## src/rtl/core/tmhc_pkg.sv

```systemverilog
// tmhc_pkg: types and constants for the tunnel message header check
// holds the request and verdict payload structs, error codes, type codes and register map
// no dependencies

package tmhc_pkg;

    typedef enum logic [1:0] {
        ERR_NONE    = 2'd0,
        ERR_MISSING = 2'd1,
        ERR_UNKNOWN = 2'd2,
        ERR_LENGTH  = 2'd3
    } err_code_t;

    typedef enum logic [1:0] {
        REG_INITIATION_LENGTH = 2'd0,
        REG_RESPONSE_LENGTH   = 2'd1,
        REG_COOKIE_LENGTH     = 2'd2,
        REG_TRANSPORT_LENGTH  = 2'd3
    } cfg_index_t;

    localparam int unsigned CFG_BITS = 16;

    // message type codes as they appear in the little-endian type word
    localparam logic [31:0] TYPE_INITIATION = 32'd1;
    localparam logic [31:0] TYPE_RESPONSE   = 32'd2;
    localparam logic [31:0] TYPE_COOKIE     = 32'd3;
    localparam logic [31:0] TYPE_TRANSPORT  = 32'd4;

    // register reset values
    localparam logic [CFG_BITS-1:0] INITIATION_LENGTH_RST = 16'd148;
    localparam logic [CFG_BITS-1:0] RESPONSE_LENGTH_RST   = 16'd92;
    localparam logic [CFG_BITS-1:0] COOKIE_LENGTH_RST     = 16'd64;
    localparam logic [CFG_BITS-1:0] TRANSPORT_LENGTH_RST  = 16'd16;

    // bytes covered by the fields each type reports
    localparam logic [CFG_BITS-1:0] INITIATION_FIELD_BYTES = 16'd8;
    localparam logic [CFG_BITS-1:0] RESPONSE_FIELD_BYTES   = 16'd12;
    localparam logic [CFG_BITS-1:0] COOKIE_FIELD_BYTES     = 16'd8;
    localparam logic [CFG_BITS-1:0] TRANSPORT_FIELD_BYTES  = 16'd16;

    localparam logic [15:0] PACKET_LENGTH_MAX = 16'hFFFF;

    typedef struct packed {
        logic [7:0] data_byte;
        logic       last_byte;
    } byte_item_t;

    typedef struct packed {
        logic        accepted;
        err_code_t   error_code;
        logic [31:0] type_word;
        logic [31:0] sender_idx;
        logic [31:0] receiver_idx;
        logic [63:0] nonce_counter;
        logic [15:0] packet_length;
    } verdict_t;

endpackage

```

## src/rtl/core/tunnel_message_header_check.sv

```systemverilog
// the verdict is registered: verdict_valid rises in the cycle after the request carrying the last byte
// throughput: one byte request per cycle, back to back, also across packet boundaries
// the verdict sits in an output register, so bytes keep flowing unless that register is full
// and stalled
// reset: clears the byte counter, the gathered words and the output valid; length registers
// return to 148, 92, 64 and 16
//
// tunnel_message_header_check: byte-serial header parser and length checker
// depends on tmhc_pkg

module tunnel_message_header_check #(
    parameter int unsigned LENGTH_BITS = 16
) (
    input  logic                         clk,
    input  logic                         rst_n,

    input  logic                         byte_valid,
    output logic                         byte_stall,
    input  tmhc_pkg::byte_item_t         byte_data,

    output logic                         verdict_valid,
    input  logic                         verdict_stall,
    output tmhc_pkg::verdict_t           verdict_data,

    input  logic                         cfg_write_en,
    input  tmhc_pkg::cfg_index_t         cfg_index,
    input  logic [tmhc_pkg::CFG_BITS-1:0] cfg_data
);

    localparam int unsigned CMP_BITS =
        (LENGTH_BITS > tmhc_pkg::CFG_BITS) ? LENGTH_BITS : tmhc_pkg::CFG_BITS;
    localparam logic [LENGTH_BITS-1:0] COUNT_MAX = {LENGTH_BITS{1'b1}};
    localparam logic [LENGTH_BITS-1:0] COUNT_TYPE_END   = LENGTH_BITS'(4);
    localparam logic [LENGTH_BITS-1:0] COUNT_FIRST_END  = LENGTH_BITS'(8);
    localparam logic [LENGTH_BITS-1:0] COUNT_SECOND_END = LENGTH_BITS'(16);

    logic [tmhc_pkg::CFG_BITS-1:0] init_len_reg;
    logic [tmhc_pkg::CFG_BITS-1:0] resp_len_reg;
    logic [tmhc_pkg::CFG_BITS-1:0] cookie_len_reg;
    logic [tmhc_pkg::CFG_BITS-1:0] transport_len_reg;

    logic [LENGTH_BITS-1:0] count_reg,  count_next;
    logic [31:0]            type_reg,   type_next;
    logic [31:0]            first_reg,  first_next;
    logic [63:0]            second_reg, second_next;

    logic                   verdict_valid_reg, verdict_valid_next;
    tmhc_pkg::verdict_t     verdict_reg,       verdict_next;

    logic                   byte_accept;
    logic                   verdict_taken;
    logic [CMP_BITS-1:0]    count_ext;
    logic [CMP_BITS-1:0]    need_ext;
    logic [CMP_BITS-1:0]    fields_ext;
    logic [tmhc_pkg::CFG_BITS-1:0] need;
    logic [tmhc_pkg::CFG_BITS-1:0] fields_need;
    logic                   exact;
    logic                   known;
    logic                   length_ok;

    assign verdict_taken = verdict_valid_reg && !verdict_stall;
    assign byte_stall    = verdict_valid_reg && verdict_stall;
    assign byte_accept   = byte_valid && !byte_stall;
    assign verdict_valid = verdict_valid_reg;
    assign verdict_data  = verdict_reg;

    // configuration registers
    always_ff @(posedge clk or negedge rst_n)
    begin
        if (!rst_n)
        begin
            init_len_reg      <= tmhc_pkg::INITIATION_LENGTH_RST;
            resp_len_reg      <= tmhc_pkg::RESPONSE_LENGTH_RST;
            cookie_len_reg    <= tmhc_pkg::COOKIE_LENGTH_RST;
            transport_len_reg <= tmhc_pkg::TRANSPORT_LENGTH_RST;
        end
        else if (cfg_write_en)
        begin
            unique case (cfg_index)
                tmhc_pkg::REG_INITIATION_LENGTH: init_len_reg      <= cfg_data;
                tmhc_pkg::REG_RESPONSE_LENGTH:   resp_len_reg      <= cfg_data;
                tmhc_pkg::REG_COOKIE_LENGTH:     cookie_len_reg    <= cfg_data;
                tmhc_pkg::REG_TRANSPORT_LENGTH:  transport_len_reg <= cfg_data;
                default:                         init_len_reg      <= init_len_reg;
            endcase
        end
    end

    // gather the byte into its word and advance the saturating count
    always_comb
    begin
        type_next   = type_reg;
        first_next  = first_reg;
        second_next = second_reg;
        if (count_reg < COUNT_TYPE_END)
        begin
            type_next[{count_reg[1:0], 3'b000} +: 8] = byte_data.data_byte;
        end
        else if (count_reg < COUNT_FIRST_END)
        begin
            first_next[{count_reg[1:0], 3'b000} +: 8] = byte_data.data_byte;
        end
        else if (count_reg < COUNT_SECOND_END)
        begin
            second_next[{count_reg[2:0], 3'b000} +: 8] = byte_data.data_byte;
        end
        count_next = (count_reg == COUNT_MAX) ? count_reg : count_reg + 1'b1;
    end

    // verdict for a packet ending on this byte
    always_comb
    begin
        need        = '0;
        fields_need = '0;
        exact       = 1'b1;
        known       = 1'b1;
        unique case (type_next)
            tmhc_pkg::TYPE_INITIATION:
            begin
                need        = init_len_reg;
                fields_need = tmhc_pkg::INITIATION_FIELD_BYTES;
            end
            tmhc_pkg::TYPE_RESPONSE:
            begin
                need        = resp_len_reg;
                fields_need = tmhc_pkg::RESPONSE_FIELD_BYTES;
            end
            tmhc_pkg::TYPE_COOKIE:
            begin
                need        = cookie_len_reg;
                fields_need = tmhc_pkg::COOKIE_FIELD_BYTES;
            end
            tmhc_pkg::TYPE_TRANSPORT:
            begin
                need        = transport_len_reg;
                fields_need = tmhc_pkg::TRANSPORT_FIELD_BYTES;
                exact       = 1'b0;
            end
            default:
            begin
                known = 1'b0;
            end
        endcase

        count_ext  = CMP_BITS'(count_next);
        need_ext   = CMP_BITS'(need);
        fields_ext = CMP_BITS'(fields_need);
        length_ok  = (exact ? (count_ext == need_ext) : (count_ext >= need_ext))
                     && (count_ext >= fields_ext);

        verdict_next                = '0;
        verdict_next.error_code     = tmhc_pkg::ERR_NONE;
        verdict_next.packet_length  = (count_ext > CMP_BITS'(tmhc_pkg::PACKET_LENGTH_MAX))
                                      ? tmhc_pkg::PACKET_LENGTH_MAX : count_ext[15:0];
        if (count_next < COUNT_TYPE_END)
        begin
            verdict_next.error_code = tmhc_pkg::ERR_MISSING;
        end
        else
        begin
            verdict_next.type_word = type_next;
            if (!known)
            begin
                verdict_next.error_code = tmhc_pkg::ERR_UNKNOWN;
            end
            else if (!length_ok)
            begin
                verdict_next.error_code = tmhc_pkg::ERR_LENGTH;
            end
            else
            begin
                verdict_next.accepted = 1'b1;
                unique case (type_next)
                    tmhc_pkg::TYPE_INITIATION:
                    begin
                        verdict_next.sender_idx = first_next;
                    end
                    tmhc_pkg::TYPE_RESPONSE:
                    begin
                        verdict_next.sender_idx   = first_next;
                        verdict_next.receiver_idx = second_next[31:0];
                    end
                    tmhc_pkg::TYPE_COOKIE:
                    begin
                        verdict_next.receiver_idx = first_next;
                    end
                    default:
                    begin
                        verdict_next.receiver_idx  = first_next;
                        verdict_next.nonce_counter = second_next;
                    end
                endcase
            end
        end
    end

    always_comb
    begin
        if (byte_accept && byte_data.last_byte)
        begin
            verdict_valid_next = 1'b1;
        end
        else if (verdict_taken)
        begin
            verdict_valid_next = 1'b0;
        end
        else
        begin
            verdict_valid_next = verdict_valid_reg;
        end
    end

    // packet state, cleared after each verdict
    always_ff @(posedge clk or negedge rst_n)
    begin
        if (!rst_n)
        begin
            count_reg  <= '0;
            type_reg   <= '0;
            first_reg  <= '0;
            second_reg <= '0;
        end
        else if (byte_accept)
        begin
            if (byte_data.last_byte)
            begin
                count_reg  <= '0;
                type_reg   <= '0;
                first_reg  <= '0;
                second_reg <= '0;
            end
            else
            begin
                count_reg  <= count_next;
                type_reg   <= type_next;
                first_reg  <= first_next;
                second_reg <= second_next;
            end
        end
    end

    always_ff @(posedge clk or negedge rst_n)
    begin
        if (!rst_n)
        begin
            verdict_valid_reg <= 1'b0;
        end
        else
        begin
            verdict_valid_reg <= verdict_valid_next;
        end
    end

    always_ff @(posedge clk)
    begin
        if (byte_accept && byte_data.last_byte)
        begin
            verdict_reg <= verdict_next;
        end
    end

    // packet state starts over after the last byte
    assert property (@(posedge clk) disable iff (!rst_n)
        (byte_accept && byte_data.last_byte) |=> (count_reg == '0) && (type_reg == '0))
        else $error("packet state not cleared after last byte");

    // count steps by one on every accepted middle byte until saturated
    assert property (@(posedge clk) disable iff (!rst_n)
        (byte_accept && !byte_data.last_byte && (count_reg != COUNT_MAX))
        |=> (count_reg == $past(count_reg) + 1'b1))
        else $error("byte count did not advance");

    // a passing verdict carries no error and a known type
    assert property (@(posedge clk) disable iff (!rst_n)
        (verdict_valid_reg && verdict_reg.accepted)
        |-> (verdict_reg.error_code == tmhc_pkg::ERR_NONE)
            && (verdict_reg.type_word != 32'd0)
            && (verdict_reg.type_word <= tmhc_pkg::TYPE_TRANSPORT))
        else $error("accepted verdict inconsistent");

    // a missing type comes only from a packet under four bytes
    assert property (@(posedge clk) disable iff (!rst_n)
        (verdict_valid_reg && (verdict_reg.error_code == tmhc_pkg::ERR_MISSING))
        |-> (verdict_reg.type_word == 32'd0) && (verdict_reg.packet_length < 16'd4)
            && !verdict_reg.accepted)
        else $error("missing type verdict inconsistent");

    // a failed verdict reports no indices
    assert property (@(posedge clk) disable iff (!rst_n)
        (verdict_valid_reg && !verdict_reg.accepted)
        |-> (verdict_reg.sender_idx == 32'd0) && (verdict_reg.receiver_idx == 32'd0)
            && (verdict_reg.nonce_counter == 64'd0))
        else $error("failed verdict carries fields");

endmodule
```

## config.mk

```make
export PLATFORM = sky130hd
export DESIGN_NAME = tunnel_message_header_check
export DESIGN_NICKNAME = d
export VERILOG_FILES = /design/src/rtl/core/tmhc_pkg.sv /design/src/rtl/core/tunnel_message_header_check.sv
export SDC_FILE = /design/constraint.sdc
export NUM_CORES = 1
export LEC_CHECK = 0
export BUFFER_PORTS_ARGS = -buffer_cell sky130_fd_sc_hd__buf_2
export CORE_MARGIN = 1
export CORE_UTILIZATION = 40
export DETAILED_ROUTE_END_ITERATION = 12
export PLACE_DENSITY = 0.63
export SYNTH_ARGS = -nofsm -noshare
export SYNTH_HDL_FRONTEND = slang
export SYNTH_SLANG_ARGS = --single-unit
```

## constraint.sdc

```tcl
create_clock -name clk -period 20.6 [get_ports clk]
set_clock_uncertainty 0.15 [all_clocks]
set_input_delay 3.09 -clock clk [delete_from_list [all_inputs] [get_ports clk]]
set_output_delay 3.09 -clock clk [all_outputs]
set_load 0.03 [all_outputs]
```

==> results.json <==
{
  "drive_gt1_share_pct": 29.55,
  "grt_remaining_overflow": 0,
  "netlist_instances": 1728,
  "slowest_stage": "nor3_2",
  "grt_antenna_before_repair": 2,
  "nets": 1917,
  "grt_max_degree": 132,
  "setup_ws_ps": 12510,
  "grt_use_total_pct": 23.21,
  "crit_path_end_kind": "register",
  "syn_avg_cell_area_um2": 11.31,
  "hold_ws_ps": 325.1,
  "cts_buffers": 43,
  "cts_resized": 0,
  "routed-wl-met2_um": 27760,
  "tns_ps": 0,
  "gp_congestion": 0.8844,
  "io_buffer_count": 212,
  "worst_pin_slew_ps": 1113,
  "die_h_um": 223,
  "grt_pass1_vias": 14740,
  "fillerInstances": 4395,
  "top_layer": "met5",
  "pre_cts_slack_ps": 12060,
  "fin_util_pct": 46.47,
  "cts_root_buf": "clkbuf_16",
  "startpoint_type": "input port",
  "syn-cell-area_mm2": 0.01954,
  "clock_path_buffers": 3,
  "wire_per_inst_um": 23.22,
  "hpwl_um": 38800,
  "pin_count": 213,
  "final_antenna_net_count": 0,
  "setup_viol": 0,
  "path_max_fanout": 131,
  "ir_drop_v": 0.0001089,
  "synth_edf_count": 179,
  "worstPathArrival_ps": 8210,
  "vias": 14970,
  "drt-initial-drc-count": 1497,
  "post-cts-setup-buffer-count": 0,
  "async_flop_share_pct": 53.87,
  "dieWidth_um": 223,
  "synthFlopType": "dfrtp_1",
  "path_common_cell": "nand3_1",
  "fmax_mhz": 123.7,
  "p_total_mw": 2.175,
  "timing.critical_path.buf_inv": 3,
  "coreArea_mm2": 0.04795,
  "cts_max_level": 2,
  "row_count": 80,
  "grt_pass1_wl_um": 89010,
  "avgViaCountPerCell": 5.961,
  "crit_chain": "buf_2 -> or4_1 -> o21ai_0 -> mux2i_1 -> a211oi_2 -> nand3_1 -> buf_4 -> nor3_2 -> a221oi_1 -> ha_1 -> a211oi_1 -> nand4_1 -> o2111ai_1 -> nand3_1 -> a21oi_4 -> buf_12 -> a2111oi_1",
  "power_density_mw_per_mm2": 97.64,
  "status": "completed",
  "required_ps": 20730,
  "slew_viol_final": 0,
  "wl_met3_um": 4235,
  "slowest_delay_ps": 930,
  "initial_core_util_pct": 40.75,
  "rsz0062_at_grt": "false",
  "area_delta_synth_final_pct": 14.05,
  "worstSetupPathType": "in2reg",
  "yosysWarnings": 0,
  "syn-num-nets": 1785,
  "routed_wl_um": 58300,
  "slew-limit-headroom_pct": 25.39,
  "route.layer.met1.wl_um": 24890,
  "min_path_type": "reg2reg",
  "worstSkewPairLatency_ps": 580,
  "p_leak_nw": 8.380,
  "drc": 0,
  "path_clk_slew_ps": 60,
  "crit_family": "simple AND/OR/NAND/NOR gates",
  "dieArea_mm2": 0.04973,
  "period_minus_slack_ps": 8087,
  "cts_tree": "built",
  "synth.yosys.seq_area_share_pct": 54.34,
  "netlist-cell-type-count": 71,
  "ctsHoldBuffers": 0,
  "largest_register_ffs": 179,
  "ys_ff_latch": 388,
  "period_share_pct": 39.26,
  "drt_pass1_iterations": 6,
  "clock_sinks": 388,
  "hold_viol_final": 0,
  "drv_cap": 0
}
-- tightest hold or removal path: cells and delay by family (launching register included) --
| family | cells | cell delay [ps] |
|---|---|---|
| AO/OA/AOI/OAI | 1 | 60 |
| flip-flops | 1 | 340 |
| AND/OR/NAND/NOR | 1 | 40 |
-- cells in the mapped netlist, drive strengths merged (3+ instances only) --
master / instances / area, um2
nand2: 251 / 942.2
dfrtp: 200 / 5005
edfxtp: 179 / 5375
o21ai: 155 / 779.5
mux2: 135 / 1524
nor4: 111 / 1281
nand3: 95 / 475.5
nor2: 76 / 285.3
clkbuf: 72 / 272.8
buf: 71 / 361.6
a22o: 58 / 508.0
a21oi: 36 / 199.0
a2111oi: 32 / 345.3
ha: 25 / 312.8
inv: 19 / 71.31
a32o: 18 / 180.2
and2: 17 / 106.4
nand4: 16 / 100.1
nor3: 16 / 95.09
and4: 14 / 122.6
and3: 11 / 68.82
mux2i: 10 / 100.1
a211oi: 9 / 72.57
a221oi: 9 / 78.83
dfstp: 9 / 236.5
nor2b: 9 / 56.30
or4: 8 / 67.56
a22oi: 7 / 52.55
or2: 7 / 43.80
or3: 7 / 43.79
a21o: 5 / 37.54
nand2b: 4 / 25.02
xnor2: 4 / 35.03
xor2: 4 / 35.03
o2111ai: 3 / 26.28
-- final timing paths --
path	from	end	slack [ps]	depth (start not counted)
worst max-delay path	byte_data[1]	verdict_data[105]$_SDFFCE_PP0P_	12510	17
worst min-delay path	second_reg[23]$_DFFE_PN0P_	second_reg[23]$_DFFE_PN0P_	330	2
worst max register to register	count_reg[0]$_DFFE_PN0P_	verdict_data[100]$_SDFFCE_PP0P_	13400	15
worst min register to register	second_reg[23]$_DFFE_PN0P_	second_reg[23]$_DFFE_PN0P_	330	2
max in group asynchronous	rst_n	second_reg[23]$_DFFE_PN0P_	15630	3
min in group asynchronous	rst_n	resp_len_reg[10]$_DFFE_PN0P_	2350	1
-- logic make-up (layout without fill, tap and decap cells) --
| logic type | after synthesis | after routing | synth area share (%) |
|---|---|---|---|
| xor+xnor | 8 | 8 | 0.3586 |
| buf+inv | 163 | 330 | 3.631 |
| mux | 145 | 145 | 8.313 |
| flops | 388 | 388 | 54.34 |
| fa+ha+maj | 25 | 25 | 1.601 |
| simple gates | 650 | 650 | 19.37 |
| compound gates | 349 | 349 | 12.38 |
| other cells | 0 | 1 | 0 |
-- layout by cell type (no fill, tap or decap), types with 6 or more instances in the layout --
cell type	count
ha_1	25
nand3_1	95
o21ai_1	8
clkbuf_1	15
a2111oi_1	27
a221oi_1	9
a22oi_1	7
a22o_1	58
clkbuf_16	44
or4_1	6
mux2i_1	10
nor3_1	13
a21oi_1	33
nor2_1	73
clkinv_2	7
or2_2	6
o21ai_0	146
nor2b_1	9
nor4_2	89
a32o_1	18
and4_1	13
nor4_1	20
a211oi_1	8
dfrtp_1	200
and3_1	9
and2_1	17
or3_1	7
edfxtp_1	179
buf_4	17
dfstp_2	9
buf_2	211
nand4_1	16
clkbuf_8	6
inv_1	18
mux2_2	134
nand2_1	251
-- final cells by class --
| cell class | count | area (um2) | share of cell area, % |
|---|---|---|---|
| diodes | 1 | 2.502 | 0.01123 |
| flip-flops and latches | 388 | 10620 | 47.65 |
| inverters | 20 | 75.07 | 0.3369 |
| repair buffers | 230 | 1217 | 5.464 |
| clock inverters | 16 | 122.6 | 0.5503 |
| multi-input cells | 1177 | 8252 | 37.03 |
| clock buffers | 64 | 1226 | 5.503 |
| well taps | 615 | 769.5 | 3.453 |
-- power by group --
| group | switching (mW) | internal [mW] |
|---|---|---|
| Clock | 0.322 | 0.426 |
| Sequential | 0.0255 | 0.856 |
| Combinational | 0.428 | 0.117 |
| Total | 0.775 | 1.40 |
-- per-layer routing --
metal / GRT usage, % / vias up
met4: 7.542 / 2
met5: 0 / -
met1: 32.03 / 7465
met3: 3.661 / 88
met2: 37.35 / 670
li1: - / 6742
-- metrics by stage --
step	cells	instance area, um2
3_3_place_gp	2430	20930
2_1_floorplan	1728	19540
3_5_place_dp	2430	20930
6_report	2511	22280
4_1_cts	2510	22280
5_1_grt	2511	22280
Power figures use the tool's default switching activity.
